`src/design/sqrs_pkg.sv`:
```
// ----------------------------------------------------------------------------
// sqrs_pkg
// Shared types and constants of the slope QRS detector.
// ----------------------------------------------------------------------------
package sqrs_pkg;

	// Default widths of the sample and of the running sample index
	localparam int SAMPLE_WIDTH_DEF = 16;
	localparam int INDEX_WIDTH_DEF  = 32;

	// Register field widths
	localparam int FLOOR_WIDTH  = 16;
	localparam int WINDOW_WIDTH = 10;
	localparam int PERIOD_WIDTH = 16;
	localparam int CFG_WIDTH    = 16;
	localparam int CFG_ADDR_W   = 2;

	// Threshold holds up to ten times the floor
	localparam int THR_WIDTH = FLOOR_WIDTH + 4;

	// Number of past samples kept for the slope filter
	localparam int TAPS = 9;

	// Reversal count: width, saturation and decision points
	localparam int          CNT_WIDTH = 3;
	localparam logic [2:0]  CNT_MAX   = 3'd7;
	localparam logic [2:0]  CNT_LONG  = 3'd4;
	localparam logic [2:0]  CNT_ART   = 3'd5;
	localparam logic [2:0]  CNT_BEAT  = 3'd2;

	// Register reset values
	localparam logic [FLOOR_WIDTH-1:0]  FLOOR_RST  = 16'd200;
	localparam logic [WINDOW_WIDTH-1:0] SHORT_RST  = 10'd40;
	localparam logic [WINDOW_WIDTH-1:0] LONG_RST   = 10'd50;
	localparam logic [PERIOD_WIDTH-1:0] PERIOD_RST = 16'd500;

	// Register indexes of the configuration port
	typedef enum logic [CFG_ADDR_W-1:0] {
		REG_FLOOR  = 2'd0,
		REG_SHORT  = 2'd1,
		REG_LONG   = 2'd2,
		REG_PERIOD = 2'd3
	} cfg_reg_t;

	// Result kind
	typedef enum logic {
		KIND_NORMAL   = 1'b0,
		KIND_ARTIFACT = 1'b1
	} beat_kind_t;

endpackage

```
`src/design/slope_qrs_detector.sv`:
```
// ----------------------------------------------------------------------------
// slope_qrs_detector
// Slope-based QRS detector: ten-tap slope filter, adaptive threshold,
// reversal counting in a time window, at most one beat or artifact per slope.
// ----------------------------------------------------------------------------
//
//  channel | signals                                  | moves on
//  --------+------------------------------------------+------------------------
//  in      | in_valid, in_ready, sample               | in_valid & in_ready
//  out     | out_valid, out_ready, beat_position,     | out_valid & out_ready
//          | beat_kind                                |
//  cfg     | cfg_write, cfg_index, cfg_data           | cfg_write
//
// An accepted request lands in the input register; from there the whole
// per-sample update (filter, threshold, window, index) completes in a single
// combinational pass and, when the input register advances, its result, if
// any, lands in the output register. One sample per cycle is sustained
// while out_ready stays high. A full output register that is not taken
// holds the input register, and in_ready drops only then. Reset clears
// all state but the sample and result data, and loads register defaults.
//
module slope_qrs_detector #(
	parameter int SAMPLE_WIDTH = sqrs_pkg::SAMPLE_WIDTH_DEF,
	parameter int INDEX_WIDTH  = sqrs_pkg::INDEX_WIDTH_DEF
) (
	input  logic                                  clk,
	input  logic                                  arst_n,
	input  logic                                  cfg_write,
	input  logic [sqrs_pkg::CFG_ADDR_W-1:0]       cfg_index,
	input  logic [sqrs_pkg::CFG_WIDTH-1:0]        cfg_data,
	input  logic                                  in_valid,
	output logic                                  in_ready,
	input  logic signed [SAMPLE_WIDTH-1:0]        sample,
	output logic                                  out_valid,
	input  logic                                  out_ready,
	output logic signed [INDEX_WIDTH:0]           beat_position,
	output logic                                  beat_kind
);
	import sqrs_pkg::*;

	// Slope filter gain sum is 32, so six extra bits
	localparam int FW = SAMPLE_WIDTH + 6;
	// Working width for threshold arithmetic, wide enough for slope and 17/16 growth
	localparam int WW = (FW + 2 > THR_WIDTH + 4) ? FW + 2 : THR_WIDTH + 4;
	localparam int WIN_W = WINDOW_WIDTH + 1;

	// Configuration registers
	logic [FLOOR_WIDTH-1:0]  floor_q;
	logic [WINDOW_WIDTH-1:0] short_q;
	logic [WINDOW_WIDTH-1:0] long_q;
	logic [PERIOD_WIDTH-1:0] period_q;

	// Input register
	logic                           valid_s1;
	logic signed [SAMPLE_WIDTH-1:0] sample_s1;

	// Detector state
	logic signed [SAMPLE_WIDTH-1:0] dl_q [TAPS];
	logic                           primed_q;
	logic [THR_WIDTH-1:0]           thr_q;
	logic [CNT_WIDTH-1:0]           cnt_q;
	logic [FW-1:0]                  peak_q;
	logic                           pol_q;
	logic signed [WIN_W-1:0]        win_q;
	logic [PERIOD_WIDTH-1:0]        phase_q;
	logic [INDEX_WIDTH-1:0]         onset_q;
	logic [INDEX_WIDTH-1:0]         index_q;

	// Output register
	logic                     out_valid_q;
	logic [INDEX_WIDTH:0]     pos_q;
	beat_kind_t               kind_q;

	logic advance;

	// Combinational update
	logic signed [FW-1:0]           tap_w [TAPS];
	logic signed [FW-1:0]           x0_w;
	logic signed [FW-1:0]           slope;
	logic signed [FW-1:0]           slope_abs;
	logic signed [WW-1:0]           af_w;
	logic signed [WW-1:0]           lo_w;
	logic signed [WW-1:0]           hi_w;
	logic [THR_WIDTH-1:0]           hi_t;
	logic signed [WW-1:0]           thr0;
	logic signed [WW-1:0]           thr1;
	logic signed [WW-1:0]           thr2;
	logic signed [WW-1:0]           adj;
	logic signed [WW-1:0]           along;
	logic                           open_slope;
	logic [CNT_WIDTH-1:0]           cnt1;
	logic [CNT_WIDTH-1:0]           cnt_n;
	logic                           pol1;
	logic                           pol_n;
	logic signed [WIN_W-1:0]        win1;
	logic signed [WIN_W-1:0]        win_n;
	logic [INDEX_WIDTH-1:0]         onset_n;
	logic [FW-1:0]                  peak_n;
	logic                           restart;
	logic                           produce;
	beat_kind_t                     kind_n;
	logic [PERIOD_WIDTH-1:0]        phase_r;
	logic [PERIOD_WIDTH:0]          phase_inc;
	logic [PERIOD_WIDTH-1:0]        phase_n;

	assign advance  = valid_s1 && (!out_valid_q || out_ready);
	assign in_ready = !valid_s1 || advance;

	always_comb begin
		// Fill the line from the first sample
		x0_w = FW'(sample_s1);
		for (int i = 0; i < TAPS; i++) begin
			tap_w[i] = primed_q ? FW'(dl_q[i]) : x0_w;
		end
		slope = x0_w + (tap_w[0] <<< 2) + (tap_w[1] <<< 2) + (tap_w[1] <<< 1)
			+ (tap_w[2] <<< 2) + tap_w[3] - tap_w[4] - (tap_w[5] <<< 2)
			- (tap_w[6] <<< 2) - (tap_w[6] <<< 1) - (tap_w[7] <<< 2) - tap_w[8];
		slope_abs = slope[FW-1] ? -slope : slope;
		af_w = WW'(slope_abs);

		// Floor and ceiling follow the register live
		hi_t = (THR_WIDTH'(floor_q) << 3) + (THR_WIDTH'(floor_q) << 1);
		lo_w = WW'(floor_q);
		hi_w = WW'(hi_t);
		thr0 = primed_q ? WW'(thr_q) : hi_w;

		// Periodic decay or growth
		thr1 = thr0;
		if (phase_q == '0) begin
			if (cnt_q == '0) begin
				thr1 = thr0 - (thr0 >>> 4);
				if (thr1 < lo_w) thr1 = lo_w;
			end else if (cnt_q >= CNT_ART) begin
				thr1 = thr0 + (thr0 >>> 4);
				if (thr1 > hi_w) thr1 = hi_w;
			end
		end

		// Open a slope
		open_slope = (cnt_q == '0) && (af_w > thr1);
		cnt1    = open_slope ? CNT_WIDTH'(1) : cnt_q;
		win1    = open_slope ? WIN_W'(short_q) : win_q;
		pol1    = open_slope ? (slope <= 0) : pol_q;
		onset_n = open_slope ? index_q : onset_q;

		cnt_n   = cnt1;
		pol_n   = pol1;
		win_n   = win1;
		peak_n  = peak_q;
		thr2    = thr1;
		adj     = '0;
		restart = 1'b0;
		produce = 1'b0;
		kind_n  = KIND_NORMAL;
		along   = pol1 ? -WW'(slope) : WW'(slope);

		if (cnt1 != '0) begin
			if (along < -thr1) begin
				// Reversal: flip, count, reload the window
				pol_n = !pol1;
				if (cnt1 < CNT_MAX) cnt_n = cnt1 + CNT_WIDTH'(1);
				win_n = (cnt_n > CNT_LONG) ? WIN_W'(long_q) : WIN_W'(short_q);
			end else if (along > thr1 && af_w > WW'(peak_q)) begin
				peak_n = slope_abs[FW-1:0];
			end
			if (win_n < 0) begin
				// Window expired: classify
				if (cnt_n >= CNT_BEAT && cnt_n <= CNT_LONG) begin
					// Signed shift rounds the step toward minus infinity
					adj = (($signed(WW'(peak_n)) >>> 2) - thr1) >>> 3;
					thr2 = thr1 + adj;
					if (thr2 < lo_w) thr2 = lo_w;
					if (thr2 > hi_w) thr2 = hi_w;
					produce = 1'b1;
					kind_n  = KIND_NORMAL;
					restart = 1'b1;
				end else if (cnt_n >= CNT_ART) begin
					produce = 1'b1;
					kind_n  = KIND_ARTIFACT;
				end
				cnt_n = '0;
			end else begin
				win_n = win_n - WIN_W'(1);
			end
		end

		// Wrapping phase counter
		phase_r   = restart ? '0 : phase_q;
		phase_inc = {1'b0, phase_r} + (PERIOD_WIDTH+1)'(1);
		phase_n   = (phase_inc >= {1'b0, period_q}) ? '0 : phase_inc[PERIOD_WIDTH-1:0];
	end

	// Configuration writes
	always_ff @(posedge clk or negedge arst_n) begin
		if (!arst_n) begin
			floor_q  <= FLOOR_RST;
			short_q  <= SHORT_RST;
			long_q   <= LONG_RST;
			period_q <= PERIOD_RST;
		end else if (cfg_write) begin
			unique case (cfg_reg_t'(cfg_index))
				REG_FLOOR:  floor_q  <= cfg_data[FLOOR_WIDTH-1:0];
				REG_SHORT:  short_q  <= cfg_data[WINDOW_WIDTH-1:0];
				REG_LONG:   long_q   <= cfg_data[WINDOW_WIDTH-1:0];
				REG_PERIOD: period_q <= cfg_data[PERIOD_WIDTH-1:0];
				default: ;
			endcase
		end
	end

	// Input register
	always_ff @(posedge clk or negedge arst_n) begin
		if (!arst_n) begin
			valid_s1 <= 1'b0;
		end else if (in_valid && in_ready) begin
			valid_s1 <= 1'b1;
		end else if (advance) begin
			valid_s1 <= 1'b0;
		end
	end

	always_ff @(posedge clk) begin
		if (in_valid && in_ready) begin
			sample_s1 <= sample;
		end
	end

	// Detector state: advance once per sample
	always_ff @(posedge clk or negedge arst_n) begin
		if (!arst_n) begin
			for (int i = 0; i < TAPS; i++) begin
				dl_q[i] <= '0;
			end
			primed_q <= 1'b0;
			thr_q    <= '0;
			cnt_q    <= '0;
			peak_q   <= '0;
			pol_q    <= 1'b0;
			win_q    <= '0;
			phase_q  <= '0;
			onset_q  <= '0;
			index_q  <= '0;
		end else if (advance) begin
			dl_q[0] <= sample_s1;
			for (int i = 1; i < TAPS; i++) begin
				dl_q[i] <= tap_w[i-1][SAMPLE_WIDTH-1:0];
			end
			primed_q <= 1'b1;
			thr_q    <= thr2[THR_WIDTH-1:0];
			cnt_q    <= cnt_n;
			peak_q   <= peak_n;
			pol_q    <= pol_n;
			win_q    <= win_n;
			phase_q  <= phase_n;
			onset_q  <= onset_n;
			index_q  <= index_q + INDEX_WIDTH'(1);
		end
	end

	// Output register
	always_ff @(posedge clk or negedge arst_n) begin
		if (!arst_n) begin
			out_valid_q <= 1'b0;
		end else if (advance) begin
			out_valid_q <= produce;
		end else if (out_ready) begin
			out_valid_q <= 1'b0;
		end
	end

	always_ff @(posedge clk) begin
		if (advance && produce) begin
			// Onset minus three, in one extra bit so early onsets go negative
			pos_q  <= {1'b0, onset_n} - (INDEX_WIDTH+1)'(3);
			kind_q <= kind_n;
		end
	end

	assign out_valid     = out_valid_q;
	assign beat_position = pos_q;
	assign beat_kind     = kind_q;

endmodule

```
`config.mk`:
```
export PLATFORM = sky130hd
export DESIGN_NAME = slope_qrs_detector
export DESIGN_NICKNAME = d
export VERILOG_FILES = /design/src/design/sqrs_pkg.sv /design/src/design/slope_qrs_detector.sv
export SDC_FILE = /design/constraint.sdc
export NUM_CORES = 2
export LEC_CHECK = 0
export ABC_CLOCK_PERIOD_IN_PS = 28700
export BUFFER_PORTS_ARGS = -buffer_cell sky130_fd_sc_hd__buf_2
export CAP_MARGIN = 20
export CORE_UTILIZATION = 25
export CTS_CLUSTER_DIAMETER = 40
export CTS_CLUSTER_SIZE = 24
export DETAILED_ROUTE_END_ITERATION = 16
export PLACE_DENSITY_LB_ADDON = 0.3
export SYNTH_ARGS = -nofsm -noshare
export SYNTH_HDL_FRONTEND = slang
export SYNTH_SLANG_ARGS = --single-unit
```
`constraint.sdc`:
```
create_clock -name clk -period 28.7 [get_ports clk]
set_input_delay 4.305 -clock clk [delete_from_list [all_inputs] [get_ports clk]]
set_output_delay 4.305 -clock clk [all_outputs]
set_load 0.05 [all_outputs]
```
==> impl_metrics.tcl <==
set metrics [dict create \
    crit_fanout 81 \
    setup_tns_ns 0 \
    worstMarginPinSlew_ns 1.03 \
    ys_types 118 \
    synth.most_common_cell "nand2_1" \
    multi_input_area_um2 22600 \
    syn_area_um2 34400 \
    n_fill_cell 14300 \
    cts.sinks 386 \
    port_buffers 74 \
    maxSlewViolCount 0 \
    yosys.area_share.simple 0.142 \
    area_growth_pct 15.5 \
    drt-initial-drc-count 1804 \
    synth_area_leader_cell "dfrtp_1" \
    arrival_ns 25.37 \
    first_pass_iters 6 \
    cts_tree "done" \
    hpwl_um 81900 \
    gp_congestion 0.958 \
    critPathTopFamily "compound AO/OA/AOI/OAI gates" \
    synth_nets 4257 \
    avgRoutedWirePerCell_um 18.7 \
    crit_top_cell "a21oi_1" \
    numCtsBuffers 86 \
    fin_crit_ns 24.78 \
    yosys-top-cells-count "nand2_1, inv_1, dfrtp_1" \
    status "complete, no violations" \
    min_path_type "reg -> reg" \
    cp_slowest_cell "dfrtp_4" \
    stdcell_count 5652 \
    ys_seq_area_frac 0.288 \
    dp_cells 5489 \
    synth_area_leaders "dfrtp_1, ha_1, fa_1" \
    syn_inst 3741 \
    ys_seq_elements 386 \
    antenna_found_initial 6 \
    ant_nets 0 \
    die_w_um 373 \
    overflow 0 \
    postCtsSetupBuffers 0 \
    synth_compound_area_frac 0.175 \
    timing.fmax_ghz 0.0404 \
    pin_count 75 \
    synth_fa_ha_area_frac 0.212 \
    yosys_warnings 0 \
    grt_max_degree 87 \
    maxSlewHeadroom 0.304 \
    start_kind "flop" \
    regArea_um2 9930 \
    path_clk_slew_ns 0.05 \
    crit_required_ns 29.29 \
    timing.hold.ws_ns 0.474 \
    hold_violations 0 \
    fin_util 0.292 \
    dieArea_um2 139000 \
    synth-edff-count 50 \
    grt_pass1_vias 28000 \
    cp_num_buf_inv 7 \
    cp-end-kind "flop" \
    htree_levels 3 \
    max-cap-violations 0 \
    cts-root-buf "clkbuf_16" \
    ctsLongestPathBuffers 3 \
    synth.avg_cell_area_um2 9.20 \
    core_um2 136000 \
    setup_violations 0 \
    crit_type "reg -> reg" \
    layout.nets 4312 \
    clock_skew_ns 0.0371 \
    rsz0062_at_grt "no" \
    async_flop_share 0.870 \
    post_cts_resized 0 \
    synth_mux_area_frac 0.0659 \
    synth_top_area_share 0.234 \
    cp_slowest_stage_delay_ns 0.85 \
    synth_xor_area_frac 0.0610 \
    rows 135 \
    drc_errors 0 \
    start_util 0.253 \
    via_count 27800 \
    die_y_um 373 \
    drt-vias-per-instance 4.91 \
    grt_pass1_wl_um 167000 \
    insertion_delay_ns 0.67 \
    drt-total-wl_um 106000 \
    min_period_over_period 0.863 \
    synth_top_family_by_area "adder cells" \
    grt.total_usage 0.152 \
    ys.flop_type "dfrtp_1" \
    drive_above_1_share 0.133 \
    ctsHoldBuffers 0 \
]
## final cells by class
| type | instances | share of cell area |
|---|---|---|
| Timing Repair Buffer | 129 | 0.0200 |
| Clock inverter | 53 | 0.0133 |
| Sequential cell | 386 | 0.250 |
| Antenna cell | 1 | 0.0000629 |
| Multi-Input combinational cell | 2853 | 0.568 |
| Clock buffer | 109 | 0.0605 |
| Inverter | 340 | 0.0321 |
| Tap cell | 1781 | 0.0561 |
## worst register-to-register path, delay by kind of cell (launching register included)
family / cells / cell delay, ns
AND/OR/NAND/NOR: 24 / 6.71
XOR/XNOR: 4 / 0.92
buffers and inverters: 7 / 2.08
adder cells (fa/ha/maj): 13 / 5.41
flip-flops: 1 / 0.85
multiplexers: 2 / 0.75
AO/OA/AOI/OAI: 33 / 7.99
## final timing paths
| path | startpoint | slack (ns) | cells after the start | end |
|---|---|---|---|---|
| setup / recovery | primed_q | 3.92 | 83 | thr_q[2] |
| min in group asynchronous | arst_n | 3.67 | 1 | dl_q[92] |
| hold / removal | dl_q[133] | 0.47 | 2 | dl_q[133] |
| hold reg to reg | dl_q[133] | 0.47 | 2 | dl_q[133] |
| setup reg to reg | primed_q | 3.92 | 83 | thr_q[2] |
| max in group asynchronous | arst_n | 22.92 | 3 | floor_q[14] |
## routing by layer
metal	vias to the layer above	routed length, um	GRT usage
met5	-	0	0
met4	0	4130	0.0610
met3	210	4890	0.0226
met2	729	48600	0.246
met1	13600	48100	0.202
li1	13200	-	-
## cells in the final DEF (no fill, tap or decap), types with 55 or more instances in the layout
master	instances
a21o_1	134
a21oi_1	236
buf_2	73
buf_4	55
clkbuf_16	90
dfrtp_1	321
fa_1	175
ha_1	302
inv_1	336
mux2_2	156
nand2_1	364
nand3_1	80
nor2_1	213
o21ai_0	229
xnor2_1	172
xor2_1	66
## registers in the layout, indices dropped and copies added, names as in the netlist, 3 cells and up
register and cells:
dl_q 144, beat_position 33, index_q 32, onset_q 32
peak_q 22, thr_q 20, floor_q 16, period_q 16
phase_q 16, sample_s1 16, win_q 11, long_q 10
short_q 10, cnt_q 3
## logic make-up after synthesis
kind of cell,count (synthesis)
AND/OR/NAND/NOR,1009
AO/OA/AOI/OAI,923
buffers and inverters,502
adder cells (fa/ha/maj),477
flip-flops,386
XOR/XNOR,239
multiplexers,205
## stage by stage
stage	worst slack, ns	instance area, um2
floorplan	6.48	34400
global placement	4.29	36800
detailed placement	4.40	36800
CTS	4.29	39800
global route	2.13	39800
finish	3.92	39800
Power is left out: the tool's default activity adds up to more than one toggle a clock period on the data nets, which glitch-free logic cannot reach.
